==> src/design/bfha_pkg.sv <==
package bfha_pkg;

    localparam int MAX_CELLS    = 64;
    localparam int ALIGN_BYTES  = 4;
    localparam int HEADER_BYTES = 8;
    localparam int OFFSET_BITS  = 16;
    localparam int IDX_BITS     = $clog2(MAX_CELLS);
    localparam int CNT_BITS     = $clog2(MAX_CELLS + 1);

    localparam logic [1:0] ST_OK   = 2'd0;
    localparam logic [1:0] ST_NOMEM = 2'd1;
    localparam logic [1:0] ST_FULL = 2'd2;
    localparam logic [1:0] ST_BADH = 2'd3;

    localparam logic CMD_ALLOC = 1'b0;
    localparam logic CMD_FREE  = 1'b1;

    localparam logic REG_FACTOR = 1'b0;
    localparam logic REG_LIMIT  = 1'b1;

    typedef enum logic [6:0] {
        S_IDLE   = 7'b0000001,
        S_SCAN   = 7'b0000010,
        S_PICK   = 7'b0000100,
        S_FREE   = 7'b0001000,
        S_TRIM   = 7'b0010000,
        S_TRIMCK = 7'b0100000,
        S_OUT    = 7'b1000000
    } state_t;

endpackage

==> src/design/best_fit_heap_allocator.sv <==
// Channel   Dir  Payload
// s_axis    in   tdata: cmd[0], request_size[16:1], free_handle[22:17]
// m_axis    out  tdata: status[1:0], cell_handle[7:2], data_offset[23:8],
//                       granted_size[39:24], reused[40]
// cfg       in   cfg_we, cfg_index (0 factor, 1 limit), cfg_data
// Allocate: one table read per cell; free: the handle is checked and, if it is good,
// each trailing free cell is then dropped in turn, with a read of its offset. The single
// read port of the cell memory sets this.
// Reset clears in-use bits, cell count and bump offset; cell memory is not cleared.
// Input is taken only when idle; a result waits in an output register for tready.
module best_fit_heap_allocator
    import bfha_pkg::*;
(
    input  logic        clk,
    input  logic        rst_n,
    input  logic        s_axis_tvalid,
    output logic        s_axis_tready,
    input  logic [23:0] s_axis_tdata,   // cmd, request_size, free_handle
    output logic        m_axis_tvalid,
    input  logic        m_axis_tready,
    output logic [47:0] m_axis_tdata,   // status, cell_handle, data_offset, granted_size, reused
    input  logic        cfg_we,
    input  logic        cfg_index,
    input  logic [15:0] cfg_data
);

    logic [31:0] mem [MAX_CELLS];       // {offset, size}
    logic [31:0] rd_q;
    logic [IDX_BITS-1:0] raddr;
    logic        we;
    logic [IDX_BITS-1:0] waddr;
    logic [31:0] wdata;

    logic [MAX_CELLS-1:0] used_reg;
    logic [CNT_BITS-1:0]  count_reg;
    logic [OFFSET_BITS-1:0] bump_reg;
    logic [3:0]  factor_reg;
    logic [15:0] limit_reg;
    state_t      state_reg;

    logic [15:0] req_reg;
    logic [IDX_BITS-1:0] hnd_reg;
    logic [CNT_BITS-1:0] idx_reg;     // index being read
    logic        rvalid_reg;          // rd_q holds entry idx_reg-1
    logic        found_reg;
    logic [IDX_BITS-1:0] best_reg;
    logic [15:0] bsize_reg;
    logic [15:0] boff_reg;
    logic [19:0] reqmul_reg;

    logic        ovalid_reg;
    logic [47:0] odata_reg;

    logic [IDX_BITS-1:0] prev_idx;
    logic [17:0] aligned;
    logic [18:0] end_ofs;
    logic        fits;

    assign s_axis_tready = (state_reg == S_IDLE) && !ovalid_reg;
    assign m_axis_tvalid = ovalid_reg;
    assign m_axis_tdata  = odata_reg;
    assign prev_idx = IDX_BITS'(idx_reg - CNT_BITS'(1));
    assign aligned = (18'(req_reg) + 18'(ALIGN_BYTES - 1)) & ~18'(ALIGN_BYTES - 1);
    assign end_ofs = 19'(bump_reg) + 19'(aligned) + 19'(HEADER_BYTES);
    assign fits = (rd_q[15:0] >= req_reg) && (20'(rd_q[15:0]) <= reqmul_reg);

    // cell memory
    always_ff @(posedge clk)
    begin
        if (we)
        begin
            mem[waddr] <= wdata;
        end
        rd_q <= mem[raddr];
    end

    always_comb
    begin
        raddr = idx_reg[IDX_BITS-1:0];
        if (state_reg == S_IDLE)
        begin
            raddr = s_axis_tdata[22:17];
        end
        we = (state_reg == S_PICK) && !found_reg && (count_reg != CNT_BITS'(MAX_CELLS))
             && (end_ofs <= 19'(limit_reg));
        waddr = count_reg[IDX_BITS-1:0];
        wdata = {bump_reg, 16'(aligned)};
    end

    // control
    always_ff @(posedge clk or negedge rst_n)
    begin
        if (!rst_n)
        begin
            state_reg  <= S_IDLE;
            used_reg   <= '0;
            count_reg  <= '0;
            bump_reg   <= '0;
            factor_reg <= 4'd2;
            limit_reg  <= 16'hFFFF;
            ovalid_reg <= 1'b0;
        end
        else
        begin
            if (cfg_we)
            begin
                case (cfg_index)
                    REG_FACTOR: factor_reg <= cfg_data[3:0];
                    REG_LIMIT:  limit_reg  <= cfg_data;
                    default:    limit_reg  <= cfg_data;
                endcase
            end
            if (ovalid_reg && m_axis_tready)
            begin
                ovalid_reg <= 1'b0;
            end
            case (state_reg)
                S_IDLE:
                begin
                    if (s_axis_tvalid && s_axis_tready)
                    begin
                        state_reg <= (s_axis_tdata[0] == CMD_FREE) ? S_FREE : S_SCAN;
                    end
                end
                S_SCAN:
                begin
                    // the last entry is checked in the cycle that leaves the scan
                    if (idx_reg == count_reg)
                    begin
                        state_reg <= S_PICK;
                    end
                end
                S_PICK:
                begin
                    state_reg  <= S_IDLE;
                    ovalid_reg <= 1'b1;
                    if (found_reg)
                    begin
                        used_reg[best_reg] <= 1'b1;
                    end
                    else if (we)
                    begin
                        used_reg[count_reg[IDX_BITS-1:0]] <= 1'b1;
                        count_reg <= count_reg + CNT_BITS'(1);
                        bump_reg  <= end_ofs[15:0];
                    end
                end
                S_FREE:
                begin
                    ovalid_reg <= 1'b1;
                    if (CNT_BITS'(hnd_reg) >= count_reg || !used_reg[hnd_reg])
                    begin
                        state_reg <= S_IDLE;
                    end
                    else
                    begin
                        used_reg[hnd_reg] <= 1'b0;
                        state_reg <= S_TRIM;
                    end
                end
                S_TRIM:
                begin
                    // drop the last cell if free, reading its offset
                    if (count_reg == '0)
                    begin
                        bump_reg  <= '0;
                        state_reg <= S_IDLE;
                    end
                    else if (used_reg[IDX_BITS'(count_reg - CNT_BITS'(1))])
                    begin
                        state_reg <= S_IDLE;
                    end
                    else
                    begin
                        count_reg <= count_reg - CNT_BITS'(1);
                        state_reg <= S_TRIMCK;
                    end
                end
                S_TRIMCK:
                begin
                    bump_reg  <= rd_q[31:16];
                    state_reg <= S_TRIM;
                end
                default: state_reg <= S_IDLE;
            endcase
        end
    end

    // datapath
    always_ff @(posedge clk)
    begin
        case (state_reg)
            S_IDLE:
            begin
                req_reg    <= s_axis_tdata[16:1];
                hnd_reg    <= s_axis_tdata[22:17];
                reqmul_reg <= 20'(s_axis_tdata[16:1]) * 20'(factor_reg);
                idx_reg    <= '0;
                rvalid_reg <= 1'b0;
                found_reg  <= 1'b0;
            end
            S_SCAN:
            begin
                if (rvalid_reg && !used_reg[prev_idx] && fits
                    && (!found_reg || rd_q[15:0] < bsize_reg))
                begin
                    found_reg <= 1'b1;
                    best_reg  <= prev_idx;
                    bsize_reg <= rd_q[15:0];
                    boff_reg  <= rd_q[31:16];
                end
                rvalid_reg <= idx_reg < count_reg;
                if (idx_reg < count_reg)
                begin
                    idx_reg <= idx_reg + CNT_BITS'(1);
                end
            end
            S_PICK:
            begin
                if (found_reg)
                begin
                    odata_reg <= {7'd0, 1'b1, bsize_reg, boff_reg + 16'(HEADER_BYTES),
                                  best_reg, ST_OK};
                end
                else if (count_reg == CNT_BITS'(MAX_CELLS))
                begin
                    odata_reg <= {46'd0, ST_FULL};
                end
                else if (!we)
                begin
                    odata_reg <= {46'd0, ST_NOMEM};
                end
                else
                begin
                    odata_reg <= {7'd0, 1'b0, 16'(aligned), bump_reg + 16'(HEADER_BYTES),
                                  count_reg[IDX_BITS-1:0], ST_OK};
                end
            end
            S_FREE:
            begin
                if (CNT_BITS'(hnd_reg) >= count_reg || !used_reg[hnd_reg])
                begin
                    odata_reg <= {40'd0, hnd_reg, ST_BADH};
                end
                else
                begin
                    odata_reg <= {7'd0, 1'b0, rd_q[15:0], rd_q[31:16] + 16'(HEADER_BYTES),
                                  hnd_reg, ST_OK};
                end
                idx_reg <= count_reg - CNT_BITS'(1);
            end
            S_TRIM:
            begin
                idx_reg <= count_reg - CNT_BITS'(1);
            end
            S_TRIMCK:
            begin
                // point at the new last cell for the next trim check
                idx_reg <= count_reg - CNT_BITS'(1);
            end
            default:
            begin
                idx_reg <= idx_reg;
            end
        endcase
    end

    // a result is never pending while a new item is taken
    assert property (@(posedge clk) disable iff (!rst_n)
        s_axis_tready |-> !m_axis_tvalid)
        else $error("input taken with result pending");

    // cell count never exceeds the table
    assert property (@(posedge clk) disable iff (!rst_n)
        count_reg <= CNT_BITS'(MAX_CELLS))
        else $error("cell count overflow");

    // an empty table has its bump offset at the heap start after trimming
    assert property (@(posedge clk) disable iff (!rst_n)
        (state_reg == S_TRIM && count_reg == '0) |=> bump_reg == '0)
        else $error("bump offset not reset");

endmodule

==> config.mk <==
export PLATFORM = sky130hd
export DESIGN_NAME = best_fit_heap_allocator
export DESIGN_NICKNAME = d
export VERILOG_FILES = /design/src/design/bfha_pkg.sv /design/src/design/best_fit_heap_allocator.sv
export SDC_FILE = /design/constraint.sdc
export NUM_CORES = 2
export LEC_CHECK = 0
export ABC_AREA = 1
export ABC_CLOCK_PERIOD_IN_PS = 15300
export BUFFER_PORTS_ARGS = -buffer_cell sky130_fd_sc_hd__buf_4
export CORE_UTILIZATION = 25
export DETAILED_ROUTE_END_ITERATION = 7
export GPL_TIMING_DRIVEN = 0
export PLACE_DENSITY = 0.41
export REMOVE_ABC_BUFFERS = 1
export SLEW_MARGIN = 20
export SYNTH_ARGS = -nofsm -noshare
export SYNTH_HDL_FRONTEND = slang
export SYNTH_SLANG_ARGS = --single-unit
==> constraint.sdc <==
create_clock -name clk -period 15.3 [get_ports clk]
set_input_delay 2.295 -clock clk [delete_from_list [all_inputs] [get_ports clk]]
set_output_delay 2.295 -clock clk [all_outputs]
set_load 0.01 [all_outputs]
* Word level (Yosys, flattened, before mapping)
Memories as Yosys holds them, arrays and structs flattened. A register that Yosys moved wholly into a read port is not among the register bits.
Index checks and enable logic that the tools add are counted.
W data, S select, Z words.
** Operators by class
- $add $sub $neg :: 10
- Multipliers :: 1
- $lt $le $gt $ge :: 14
- Eq/ne operators :: 20
- Multiplexer cells :: 47
- Bitwise logic cells :: 5
- Reductions and logical operators :: 37
** Operators with widths (count)
- $mux W64 :: 3
- $or A64 B64 Y64 :: 2
- $pmux W64 S2 :: 1
- $mux W40 :: 3
- $pmux W48 S2 :: 1
- $and A64 B64 Y64 :: 1
- $not A64 Y64 :: 1
- $mux W7 :: 7
- $add A16 B4 Y16 const B :: 3
- $mux W16 :: 3
- $pmux W16 S3 :: 1
- $mux W41 :: 1
- $lt A6 B7 Y1 const B :: 5
- $pmux W7 S5 :: 1
- $pmux W7 S3 :: 1
- $le A16 B20 Y1 :: 1
- $mul A16 B4 Y20 :: 1
- $add A18 B4 Y19 const B :: 1
- $le A19 B16 Y1 :: 1
- $add A16 B17 Y18 :: 1
- $bmux W1 S6 :: 3
- $demux W1 S6 :: 3
- $ge A6 B1 Y1 const B :: 3
- $mux W6 :: 3
- 38 further kinds :: 83
** Storage, ports and cells
- Register bits :: 284
- Bits in writable memories :: 1920
- Input bits :: 46
- Output and inout port bits :: 50
- Logic and storage cells :: 153
- Memories kept :: 1
** Memories
- mem :: depth 64, width 30, read ports 1, clocked after Yosys merged registers in 1, wr ports 1, RTL line best_fit_heap_allocator.sv:27 : logic [31:0] mem [MAX_CELLS];

* Logic depth before layout (Yosys ltp)
- Depth after elaboration :: 9
- Gate-level depth with buffers :: 35
- Gate-level depth less buffers :: 34

* Least setup slack after synthesis
Ideal clock, no wire load.
- Path kind :: reg-to-reg
- Start :: register req_reg[1]
- End :: memory mem[34][0] (netlist name), enable pin
- Library setup time :: 0.455 ns
- Arrival time :: 7.017 ns
- Data required time :: 14.845 ns
- Setup slack :: 7.829 ns
- Cell stages (with the launch flop) :: 25
- Buffers on the path :: 1
- Period minus slack after synthesis :: 7.471 ns
- Cell sequence :: edfxtp_1 nor2_1 nor2_1 nand2_1 inv_1 nor2_1 inv_1 ha_1 inv_1 ha_1 inv_1 fa_1 inv_1 nand3_1 nand3_1 a21oi_1 xor2_1 ha_1 nand3_1 nor2_1 nand3_1 nand2_1 nand4_1 buf_2 nor3_1
** Between the ends
- Cells in the longest elaborated chain, start to end :: 7
** Ends and longest elaborated chain
- from (decl) :: RTL line best_fit_heap_allocator.sv:41 : logic [15:0] req_reg;
- from (signal assigned) :: RTL line best_fit_heap_allocator.sv:195 : req_reg <= s_axis_tdata[16:1];
- $add A16 B2 Y17 :: RTL line best_fit_heap_allocator.sv:63 : assign aligned = (18'(req_reg) + 18'(ALIGN_BYTES - 1)) & ~18'(ALIGN_BYTES - 1);
- named net aligned[3] :: RTL line best_fit_heap_allocator.sv:55 : logic [17:0] aligned;
- $add A16 B17 Y18 :: RTL line best_fit_heap_allocator.sv:64 : assign end_ofs = 19'(bump_reg) + 19'(aligned) + 19'(HEADER_BYTES);
- $add A18 B4 Y19 :: RTL line best_fit_heap_allocator.sv:64
- $le A19 B16 Y1 :: RTL line best_fit_heap_allocator.sv:85 : && (end_ofs <= 19'(limit_reg));
- $logic_and A1 B1 Y1 :: RTL line best_fit_heap_allocator.sv:85
- $mux W1 :: RTL line best_fit_heap_allocator.sv:70 : if (we)
- $mux W1 (not written as such) :: RTL line best_fit_heap_allocator.sv:72 : mem[waddr] <= wdata;
- to (decl) :: RTL line best_fit_heap_allocator.sv:27
The timed path passes the listed nets, and every way through them passes these cells.

* Worst setup path in the final report
- Start :: register req_reg[2]
- End :: memory mem[31][25] (netlist name), enable pin
Same word-level chain as after synthesis.

==> flow_summary.toml <==
[run_status]
status = "complete, no violations"

[clock_network]
clk_latency_ns = 0.89
cts_tree = "done"
clockRootBuffer = "clkbuf_16"
postCtsHoldBufs = 0
cts_num_sinks = 2190
post-cts-setup-buffers = 0
cts-resized-gates = 0
numCtsBuffers = 263
clock_tree.htree_level_count = 5
clockBufferDepth = 4
cts.clk_slew.worst_paths_ns = 0.06

[setup_path]
crit_path_max_fanout = 34
crit_arrival_ns = 8.09
critical-path-slowest-cell = "nor2_4"
path_class = "reg2reg"
cpPeakStageDelay_ns = 0.48
required_ns = 15.86
cp_top_family = "simple AND/OR/NAND/NOR gates"
end_kind = "register"
cp-start-kind = "register"
crit_buf_inv = 13

[sta]
max_freq_ghz = 0.1329
max_slew.worst_pin.slew_ns = 1.266
setup_viol = 0
rsz0062_at_grt = "no"
fin_worst_skew_ns = 0.05482
worst_slack_ns = 7.774
hold_viol_final = 0
slew_headroom = 0.1532
period_needed_ns = 7.526
whs_ns = 0.4761
setup_tns_ns = 0
slew_violations = 0
min_period_over_period = 0.4919

[detailed_routing]
dr.first_iter.drc_count = 6416
routed_via_density = 4.661
drc = 0
wire_per_inst_um = 22.87
wirelength_um = 350100
vias = 71330
dr.pass1.iters = 7
ant_nets = 0

[synthesis]
yosys.cell_types.count = 58
synthArstFlopShare = 0.05205
yosys.area.top_type = "edfxtp_1"
synth_top_cell_area_share = 0.6158
yosysWarnings = 0
synth-edff-count = 2046
synth_common_cells = "nand2_1, edfxtp_1, nand3_1, inv_1, o21ai_0"
synth.most_common_cell = "nand2_1"
synth_area_leaders = "edfxtp_1, nand2_1, nand3_1"
synth_area_per_cell_um2 = 10.21
ys_seq_elements = 2190
synthCells = 9769
synthFlopType = "edfxtp_1"
synth-seq-area-share = 0.6507
syn_area_um2 = 99760

[place]
post_dp_cell_area_um2 = 111900
place_ws_ns = 7.628
gp_congestion = 0.8856
port_buffers = 85
hpwl_um = 231300
placed_cells = 14850

[global_routing]
grt_usage = 0.1711
grt_util_met2 = 0.2795
grt-busiest-layer = "met2"
overflow = 0
grt_pass1_vias = 68290
grt_pass1_wl_um = 501000
grt_start_max_net_pins = 117
gr-usage-met3 = 0.02283
use_met1 = 0.2334
antenna_found_initial = 16

[final_layout]
drive_above_1_share = 0.08787
regArea_um2 = 64980
area_growth_syn_to_layout_pct = 20.30
fin_nets = 10070
fill_cells = 40410
stdcell_area_um2 = 120000
stdcell_count = 15310
largest_register_ffs = 1920
multi_input_area_um2 = 29840

[flow_run]
drv_cap = 0

[min_path]
hp-class = "reg2reg"

[pwr]
power_density_nw_per_um2 = 223.1
p_leak_nw = 46.24
ir_worst_vdd_mv = 0.1707

[floorplan]
die_w_um = 633.7
start_util = 0.2516
die-area_um2 = 401600
die_h_um = 633.7
row_count = 231
io_pins = 96
coreArea_um2 = 396500
per-stage QoR:
| step | power [mW] | utilization |
|---|---|---|
| 6_report | 26.78 | 0.3026 |
| 5_1_grt | 28.33 | 0.3026 |
| 4_1_cts | 27.07 | 0.3026 |
| 3_5_place_dp | 20.97 | 0.2821 |
| 3_3_place_gp | 20.31 | 0.2631 |
| 2_1_floorplan | 15.96 | - |
placed cells by master (no fill, tap or decap), types with 75 or more instances in the layout:
master     synthesis  layout
nand4_1           98      98
edfxtp_1        2046    2046
nand2_1         3530    3529
buf_12             0      75
inv_1            780     763
o211ai_1         265     265
a21oi_1          104     104
nand3_1         1180    1179
clkbuf_16          0     274
ha_1             129     128
buf_4             41     105
dfrtp_1           96      79
buf_16             0     173
o21ai_0          392     391
nor2_1           224     162
logic make-up (layout without fill, tap and decap cells):
kind of cell	after synthesis	in the layout	share of synthesized area
buf+inv	1353	1636	0.05654
xor+xnor	54	54	0.004816
compound gates	895	895	0.05351
other cells	1	13	0.00003759
simple gates	5118	5118	0.2124
fa+ha+maj	158	158	0.02200
flops	2190	2190	0.6507
path summary, 6_finish.rpt:
check | cells after the start | from | endpoint | slack, ns
worst min register to register | 0 | rd_q[16]$_DFF_P_ | boff_reg[0]$_DFFE_PP_ | 0.48
worst max register to register | 35 | req_reg[2]$_DFFE_PP_ | mem[31][25]$_DFFE_PP_ | 7.77
worst min-delay path | 0 | rd_q[16]$_DFF_P_ | boff_reg[0]$_DFFE_PP_ | 0.48
min in group asynchronous | 1 | rst_n | used_reg[50]$_DFFE_PN0P_ | 1.32
max in group asynchronous | 2 | rst_n | limit_reg[1]$_DFFE_PN1P_ | 13.17
worst max-delay path | 35 | req_reg[2]$_DFFE_PP_ | mem[31][25]$_DFFE_PP_ | 7.77
final cells by class:
cell class | count | share of cell area
sequential | 2190 | 0.5414
multi-input combinational | 6234 | 0.2486
timing repair buffer | 384 | 0.06217
clock buffer | 351 | 0.05996
tap | 5242 | 0.05465
inverter | 795 | 0.02540
clock inverter | 106 | 0.007704
antenna | 4 | 0.00008340
per-layer routing:
metal / routed length, um / vias to the layer above
met5: 13 / -
met4: 12510 / 2
met3: 17870 / 569
met2: 162800 / 2118
met1: 156900 / 35130
li1: - / 33510
where the power goes:
part / switching, mW / total, mW / internal (mW)
logic: 9.09 / 12.8 / 3.76
registers: 0.428 / 7.90 / 7.48
clock network: 2.49 / 6.03 / 3.53
total: 12.0 / 26.8 / 14.8
Note: power is estimated with default switching activity, not from simulation.
